$ cat config.mk
export PLATFORM = sky130hd
export DESIGN_NAME = nkes_ctrl
export DESIGN_NICKNAME = d
export VERILOG_FILES = /design/src/hdl/nearest_k_entity_selector_macros.svh /design/src/hdl/nkes_pkg.sv /design/src/hdl/nkes_ctrl.sv
export SDC_FILE = /design/constraint.sdc
export NUM_CORES = 1
export LEC_CHECK = 0
export BUFFER_PORTS_ARGS = -buffer_cell sky130_fd_sc_hd__buf_2
export CORE_MARGIN = 3
export CORE_UTILIZATION = 41
export CTS_CLUSTER_SIZE = 30
export DETAILED_ROUTE_END_ITERATION = 10
export GPL_TIMING_DRIVEN = 0
export PLACE_DENSITY = 0.69
export SKIP_CTS_REPAIR_TIMING = 1
export SLEW_MARGIN = 30
export SYNTH_ARGS = -nofsm -noshare
export SYNTH_HDL_FRONTEND = slang
export SYNTH_SLANG_ARGS = --single-unit
$ cat constraint.sdc
create_clock -name aclk -period 1.3 [get_ports aclk]
set_input_delay 0.13 -clock aclk [delete_from_list [all_inputs] [get_ports aclk]]
set_output_delay 0.13 -clock aclk [all_outputs]
set_load 0.01 [all_outputs]
$ cat src/hdl/nearest_k_entity_selector_macros.svh
// Assertion helpers shared by the selector modules.
// All checks are clocked on aclk and held off while aresetn is low.
`ifndef NEAREST_K_ENTITY_SELECTOR_MACROS_SVH
`define NEAREST_K_ENTITY_SELECTOR_MACROS_SVH

// Same-cycle implication
`define NKES_ASSERT_NOW(label, ante, cons, msg) \
    label: assert property (@(posedge aclk) disable iff (!aresetn) (ante) |-> (cons)) \
        else $error(msg);

// Next-cycle implication
`define NKES_ASSERT_NEXT(label, ante, cons, msg) \
    label: assert property (@(posedge aclk) disable iff (!aresetn) (ante) |=> (cons)) \
        else $error(msg);

`endif

$ cat src/hdl/nkes_pkg.sv
`default_nettype none
package nkes_pkg;

    // Default table depth
    localparam int MAX_ENTRIES_DEF = 256;

    // Field widths
    localparam int COORD_W    = 19;
    localparam int ENT_W      = 11;
    localparam int DIST_W     = 42;
    localparam int CAP_W      = 9;
    localparam int SLOT_W     = 8;
    localparam int COUNT_W    = 9;
    localparam int FUNC_W     = 2;
    localparam int CFG_IDX_W  = 3;
    localparam int CFG_DATA_W = 19;
    localparam int ABS_W      = 20;
    localparam int SQ_W       = 40;
    localparam int AXIS_W     = 2;

    // Item functions
    localparam logic [FUNC_W-1:0] FUNC_CLEAR = 2'd0;
    localparam logic [FUNC_W-1:0] FUNC_OFFER = 2'd1;
    localparam logic [FUNC_W-1:0] FUNC_READ  = 2'd2;
    localparam logic [FUNC_W-1:0] FUNC_NOP   = 2'd3;

    // Register indexes
    localparam logic [CFG_IDX_W-1:0] CFG_VIEWER_X = 3'd0;
    localparam logic [CFG_IDX_W-1:0] CFG_VIEWER_Y = 3'd1;
    localparam logic [CFG_IDX_W-1:0] CFG_VIEWER_Z = 3'd2;
    localparam logic [CFG_IDX_W-1:0] CFG_CAPACITY = 3'd3;
    localparam logic [CFG_IDX_W-1:0] CFG_MODE     = 3'd4;

    // Axis codes
    localparam logic [AXIS_W-1:0] AXIS_X   = 2'd0;
    localparam logic [AXIS_W-1:0] AXIS_Y   = 2'd1;
    localparam logic [AXIS_W-1:0] AXIS_Z   = 2'd2;
    localparam logic [AXIS_W-1:0] AXIS_FIN = 2'd3;

    // Controller to datapath commands
    typedef struct packed {
        logic              latch;
        logic              dist_mul;
        logic              dist_clr;
        logic              dist_acc;
        logic [AXIS_W-1:0] axis;
        logic              clear;
        logic              append;
        logic              scan_init;
        logic              scan_rd;
        logic              shift_rd;
        logic              evict;
        logic              replace;
        logic              read_slot;
        logic              read_cap;
        logic              out_load;
    } cmd_t;

    // Datapath to controller status
    typedef struct packed {
        logic room;
        logic mode;
        logic held_nz;
        logic idx_last;
        logic evict;
        logic best_last;
        logic slot_ok;
        logic out_free;
    } sts_t;

endpackage
`default_nettype wire

$ cat src/hdl/nkes_ctrl.sv
`default_nettype none
module nkes_ctrl (
    input  wire logic                       aclk,
    input  wire logic                       aresetn,
    input  wire logic                       s_valid,
    input  wire logic [nkes_pkg::FUNC_W-1:0] s_func,
    input  wire nkes_pkg::sts_t             sts,
    output nkes_pkg::cmd_t                  cmd,
    output logic                            s_ready
);
    localparam logic [3:0] S_IDLE      = 4'd0;
    localparam logic [3:0] S_CLEAR     = 4'd1;
    localparam logic [3:0] S_DIST      = 4'd2;
    localparam logic [3:0] S_DECIDE    = 4'd3;
    localparam logic [3:0] S_SCAN      = 4'd4;
    localparam logic [3:0] S_SCAN_END  = 4'd5;
    localparam logic [3:0] S_EVAL      = 4'd6;
    localparam logic [3:0] S_SHIFT     = 4'd7;
    localparam logic [3:0] S_SHIFT_END = 4'd8;
    localparam logic [3:0] S_WRITE     = 4'd9;
    localparam logic [3:0] S_READ      = 4'd10;
    localparam logic [3:0] S_RDWAIT    = 4'd11;
    localparam logic [3:0] S_DONE      = 4'd12;

    logic [3:0]                      state_reg, state_next;
    logic [nkes_pkg::AXIS_W-1:0]     axis_reg, axis_next;

    always_ff @(posedge aclk) begin
        if (!aresetn) begin
            state_reg <= S_IDLE;
            axis_reg  <= nkes_pkg::AXIS_X;
        end else begin
            state_reg <= state_next;
            axis_reg  <= axis_next;
        end
    end

    assign s_ready = (state_reg == S_IDLE);

    // Sequencer
    always_comb begin
        state_next = state_reg;
        axis_next  = axis_reg;
        cmd        = '0;
        cmd.axis   = axis_reg;
        unique case (state_reg)
            S_IDLE: begin
                if (s_valid) begin
                    cmd.latch = 1'b1;
                    axis_next = nkes_pkg::AXIS_X;
                    unique case (s_func)
                        nkes_pkg::FUNC_CLEAR: state_next = S_CLEAR;
                        nkes_pkg::FUNC_OFFER: state_next = S_DIST;
                        nkes_pkg::FUNC_READ:  state_next = S_READ;
                        default:              state_next = S_DONE;
                    endcase
                end
            end
            S_CLEAR: begin
                cmd.clear  = 1'b1;
                state_next = S_DONE;
            end
            S_DIST: begin
                // one square per axis, accumulated in the next cycle
                cmd.dist_mul = (axis_reg != nkes_pkg::AXIS_FIN);
                cmd.dist_clr = (axis_reg == nkes_pkg::AXIS_X);
                cmd.dist_acc = (axis_reg != nkes_pkg::AXIS_X);
                axis_next    = axis_reg + 2'd1;
                if (axis_reg == nkes_pkg::AXIS_FIN) begin
                    state_next = S_DECIDE;
                end
            end
            S_DECIDE: begin
                if (sts.room) begin
                    cmd.append = 1'b1;
                    state_next = S_DONE;
                end else if (sts.mode && sts.held_nz) begin
                    cmd.scan_init = 1'b1;
                    state_next    = S_SCAN;
                end else begin
                    state_next = S_DONE;
                end
            end
            S_SCAN: begin
                cmd.scan_rd = 1'b1;
                if (sts.idx_last) begin
                    state_next = S_SCAN_END;
                end
            end
            S_SCAN_END: begin
                state_next = S_EVAL;
            end
            S_EVAL: begin
                if (sts.evict) begin
                    cmd.evict  = 1'b1;
                    state_next = sts.best_last ? S_WRITE : S_SHIFT;
                end else begin
                    state_next = S_DONE;
                end
            end
            S_SHIFT: begin
                cmd.shift_rd = 1'b1;
                if (sts.idx_last) begin
                    state_next = S_SHIFT_END;
                end
            end
            S_SHIFT_END: begin
                state_next = S_WRITE;
            end
            S_WRITE: begin
                cmd.replace = 1'b1;
                state_next  = S_DONE;
            end
            S_READ: begin
                if (sts.slot_ok) begin
                    cmd.read_slot = 1'b1;
                    state_next    = S_RDWAIT;
                end else begin
                    state_next = S_DONE;
                end
            end
            S_RDWAIT: begin
                cmd.read_cap = 1'b1;
                state_next   = S_DONE;
            end
            S_DONE: begin
                if (sts.out_free) begin
                    cmd.out_load = 1'b1;
                    state_next   = S_IDLE;
                end
            end
            default: begin
                state_next = S_IDLE;
            end
        endcase
    end
endmodule
`default_nettype wire

==> metrics.csv <==
stage,metric,value,unit
power_and_ir_drop,intPower,1.227,mW
global_routing,grt_pass1_wl,3091,microns
setup_path,startpoint,state_reg[3]$_SDFFE_PN0P_,
layout,area_delta_synth_final,78.42,%
layout,fin_util,79.61,%
placement,numPortBuffers,29,
timing,worst_slack,-0.1479,ns
die,coreArea,1559,sq um
power_and_ir_drop,power_density,1820,nW/um^2
timing,worst_pin_slew,0.4038,ns
route,first_iter_violations,24,
layout,nets,170,
timing,max_freq,690.7,MHz
outcome,status,"finished, violations left",
timing,finClkSkew,0.008906,ns
power_and_ir_drop,seq_power_share,15.5,%
clock_network,insertion_delay,0.24,ns
setup_path,worstPathMaxFanout,7,
timing,fin_setup_tns,-1.423,ns
timing,slew_headroom,72.31,%
placement,gp_congestion,0.8690,
synthesis,ys.flop_type,dfxtp_1,
setup_path,critPathArrivalTime,1.32,ns
timing,setup_viol,19,
synthesis,synthArstFlopShare,0,%
synthesis,synth_top_family_by_area,simple AND/OR/NAND/NOR gates,
synthesis,netlist.area_leader.share,17.27,%
route,vias,950,
setup_path,reg2reg_to,state_reg[2]$_SDFFE_PN0P_,
clock_network,clock_path_buffers,2,
synthesis,yosys-mux-area-fraction,2.878,%
route,vias_per_cell,5.723,
min_path,hp-class,in2reg,
clock_network,root_buffer,clkbuf_4,
synthesis,netlist_area,695.7,sq um
route,final_antenna_net_count,0,
clock_network,cts_tree,done,
min_path,hold_end,state_reg[0]$_SDFFE_PN0P_,
synthesis,syn-num-nets,118,
synthesis,postSynthAreaPerCell,6.957,sq um
route,drt-pass1-iter-count,4,
global_routing,grt_max_degree,11,
synthesis,synth_area_leaders,"dfxtp_1, ha_1, nand2_1",
synthesis,synthAdderAreaFrac,8.993,%
timing,fin_crit,1.448,ns
placement,pre_cts_slack,-0.2022,ns
die,die_h,47.19,microns
clock_network,htreeDepth,1,
setup_path,crit_path_start_kind,register,
die,fp-row-count,14,
die,num_io_pins,30,
route,drc,0,
layout,n_antenna_cell,0,
global_routing,overflow,0,
setup_path,critical_path_class,reg2out,
synthesis,synth-edff-count,0,
outcome,violations,setup timing,
power_and_ir_drop,p_clk_share,7.3,%
power_and_ir_drop,p_leak,0.5999,nW
layout,final_layout_size_suffix_gt1_share,57.33,%
timing,rsz0062_at_grt,yes,
min_path,hold_start,aresetn,
power_and_ir_drop,ir_worst_vdd,0.001024,V
timing,hold_viol_final,0,
die,initial_utilization,44.62,%
global_routing,antenna_found_initial,0,
power_and_ir_drop,pwr-share-comb,77.1,%
min_path,hold_path_depth,3,
synthesis,synth-seq-cells,6,
timing,slew_violations,0,
setup_path,ff2ff_setup_slack,-0.11,ns
synthesis,yosysMostFrequentCell,nand2_1,
setup_path,reg2reg_from,state_reg[0]$_SDFFE_PN0P_,
setup_path,endpoint_kind,primary output,
power_and_ir_drop,switching_power,1.032,mW
clock_network,cts_buffers,3,
synthesis,synth-xor-area-share,0,%
power_and_ir_drop,swShare,45.69,%
synthesis,syn_inst,100,
synthesis,synth_largest_area_cell,dfxtp_1,
synthesis,synth_cell_types,36,
layout,largest_register_ffs,4,
global_routing,grt_usage,19.44,%
clock_network,clk_pin_slew,0.05,ns
timing,period_share,111.4,%
synthesis,synthTopCellsByCount,"nand2_1, inv_1, nor2_1",
placement,place_hpwl,1564,microns
synthesis,synth_compound_area_share,25.72,%
global_routing,grt_pass1_vias,685,
synthesis,synth.yosys.warnings,0,
job,max_cap_viol_count,0,
route,wl,2665,microns
die,die-width,47.19,microns
die,die_area,2227,sq um
setup_path,reg2reg_depth,4,
synthesis,yosysSeqAreaShare,17.27,%
setup_path,cp.required,1.17,ns
route,routedWlPerCell,16.05,microns
clock_network,clock-sinks,6,
synthesis,yosys.area_share.simple,35.61,%
==> routing by layer <==
layer | part of all wire [%] | GRT usage [%] | wire length, microns | up-vias
met2 | 48 | 30.35 | 1278 | 46
met3 | 5.4 | 4.598 | 145 | 8
met4 | 3.3 | 3.315 | 87 | 0
met1 | 43 | 27.42 | 1155 | 436
li1 | - | - | - | 460
met5 | 0 | 0 | 0 | -
==> worst max path at each step <==
stage | endpoint | slack, ns | cells past startpoint
6_report | cmd[15] | -0.15 | 5
5_1_grt | state_reg[0]$_SDFFE_PN0P_ | -0.22 | 6
4_1_cts | cmd[7] | -0.45 | 5
3_5_place_dp | cmd[7] | -0.20 | 5
3_3_place_gp | state_reg[2]$_SDFFE_PN0P_ | -0.19 | 5
2_1_floorplan | cmd[7] | 0.006 | 4
==> critical path: stages (launching register included) <==
cell,delay (ns)
dfxtp_4,0.36
buf_8,0.14
nor4_4,0.28
nand2_1,0.12
inv_1,0.06
buf_2,0.12
==> through the flow <==
stage	std cells	power, mW	cell area, sq um	hold slack (ns)
2_1_floorplan	100	1.068	710.7	0.2810
3_3_place_gp	145	1.341	875.8	0.4066
3_5_place_dp	145	1.353	875.8	0.4250
4_1_cts	148	1.525	898.4	0.1765
5_1_grt	166	2.415	1241	0.1976
6_report	166	2.260	1241	0.1678
==> layout by cell type, fill, tap and decap left out, types with 2 or more instances in the layout <==
cell / synthesis / routed
a21boi_1: 2 / 2
buf_6: 0 / 8
buf_8: 0 / 3
nand3_1: 5 / 5
nand2_1: 11 / 9
buf_4: 0 / 14
ha_1: 5 / 5
a21oi_1: 6 / 5
dfxtp_2: 0 / 3
and3_4: 0 / 3
nor4_2: 1 / 2
and2b_2: 0 / 2
clkbuf_4: 0 / 3
mux2i_1: 2 / 2
nor3_1: 7 / 4
nor2_1: 8 / 7
nor3_2: 0 / 3
dfxtp_4: 0 / 2
inv_1: 10 / 9
and3_1: 5 / 2
buf_2: 5 / 28
==> area by class of cell <==
cell class	instances	area [sq um]
Buffer	6	78.83
Clock buffer	3	22.52
Fill cell	98	317.8
Inverter	10	37.54
Multi-Input combinational cell	78	649.4
Sequential cell	6	131.4
Tap cell	16	20.02
Timing Repair Buffer	47	301.5
==> power by group through the flow <==
stage | Sequential, mW | Combinational, mW | Clock, mW
2_1_floorplan | 0.290 | 0.777 | 0
3_3_place_gp | 0.297 | 1.04 | 0
3_5_place_dp | 0.300 | 1.05 | 0
4_1_cts | 0.297 | 1.06 | 0.171
5_1_grt | 0.358 | 1.87 | 0.183
6_report | 0.351 | 1.74 | 0.165
==> cells by family after synthesis <==
kind of cell	Yosys count
flops	6
simple gates	47
mux	2
compound gates	24
fa+ha+maj	5
buf+inv	16
(Power assumes the default switching activity.)
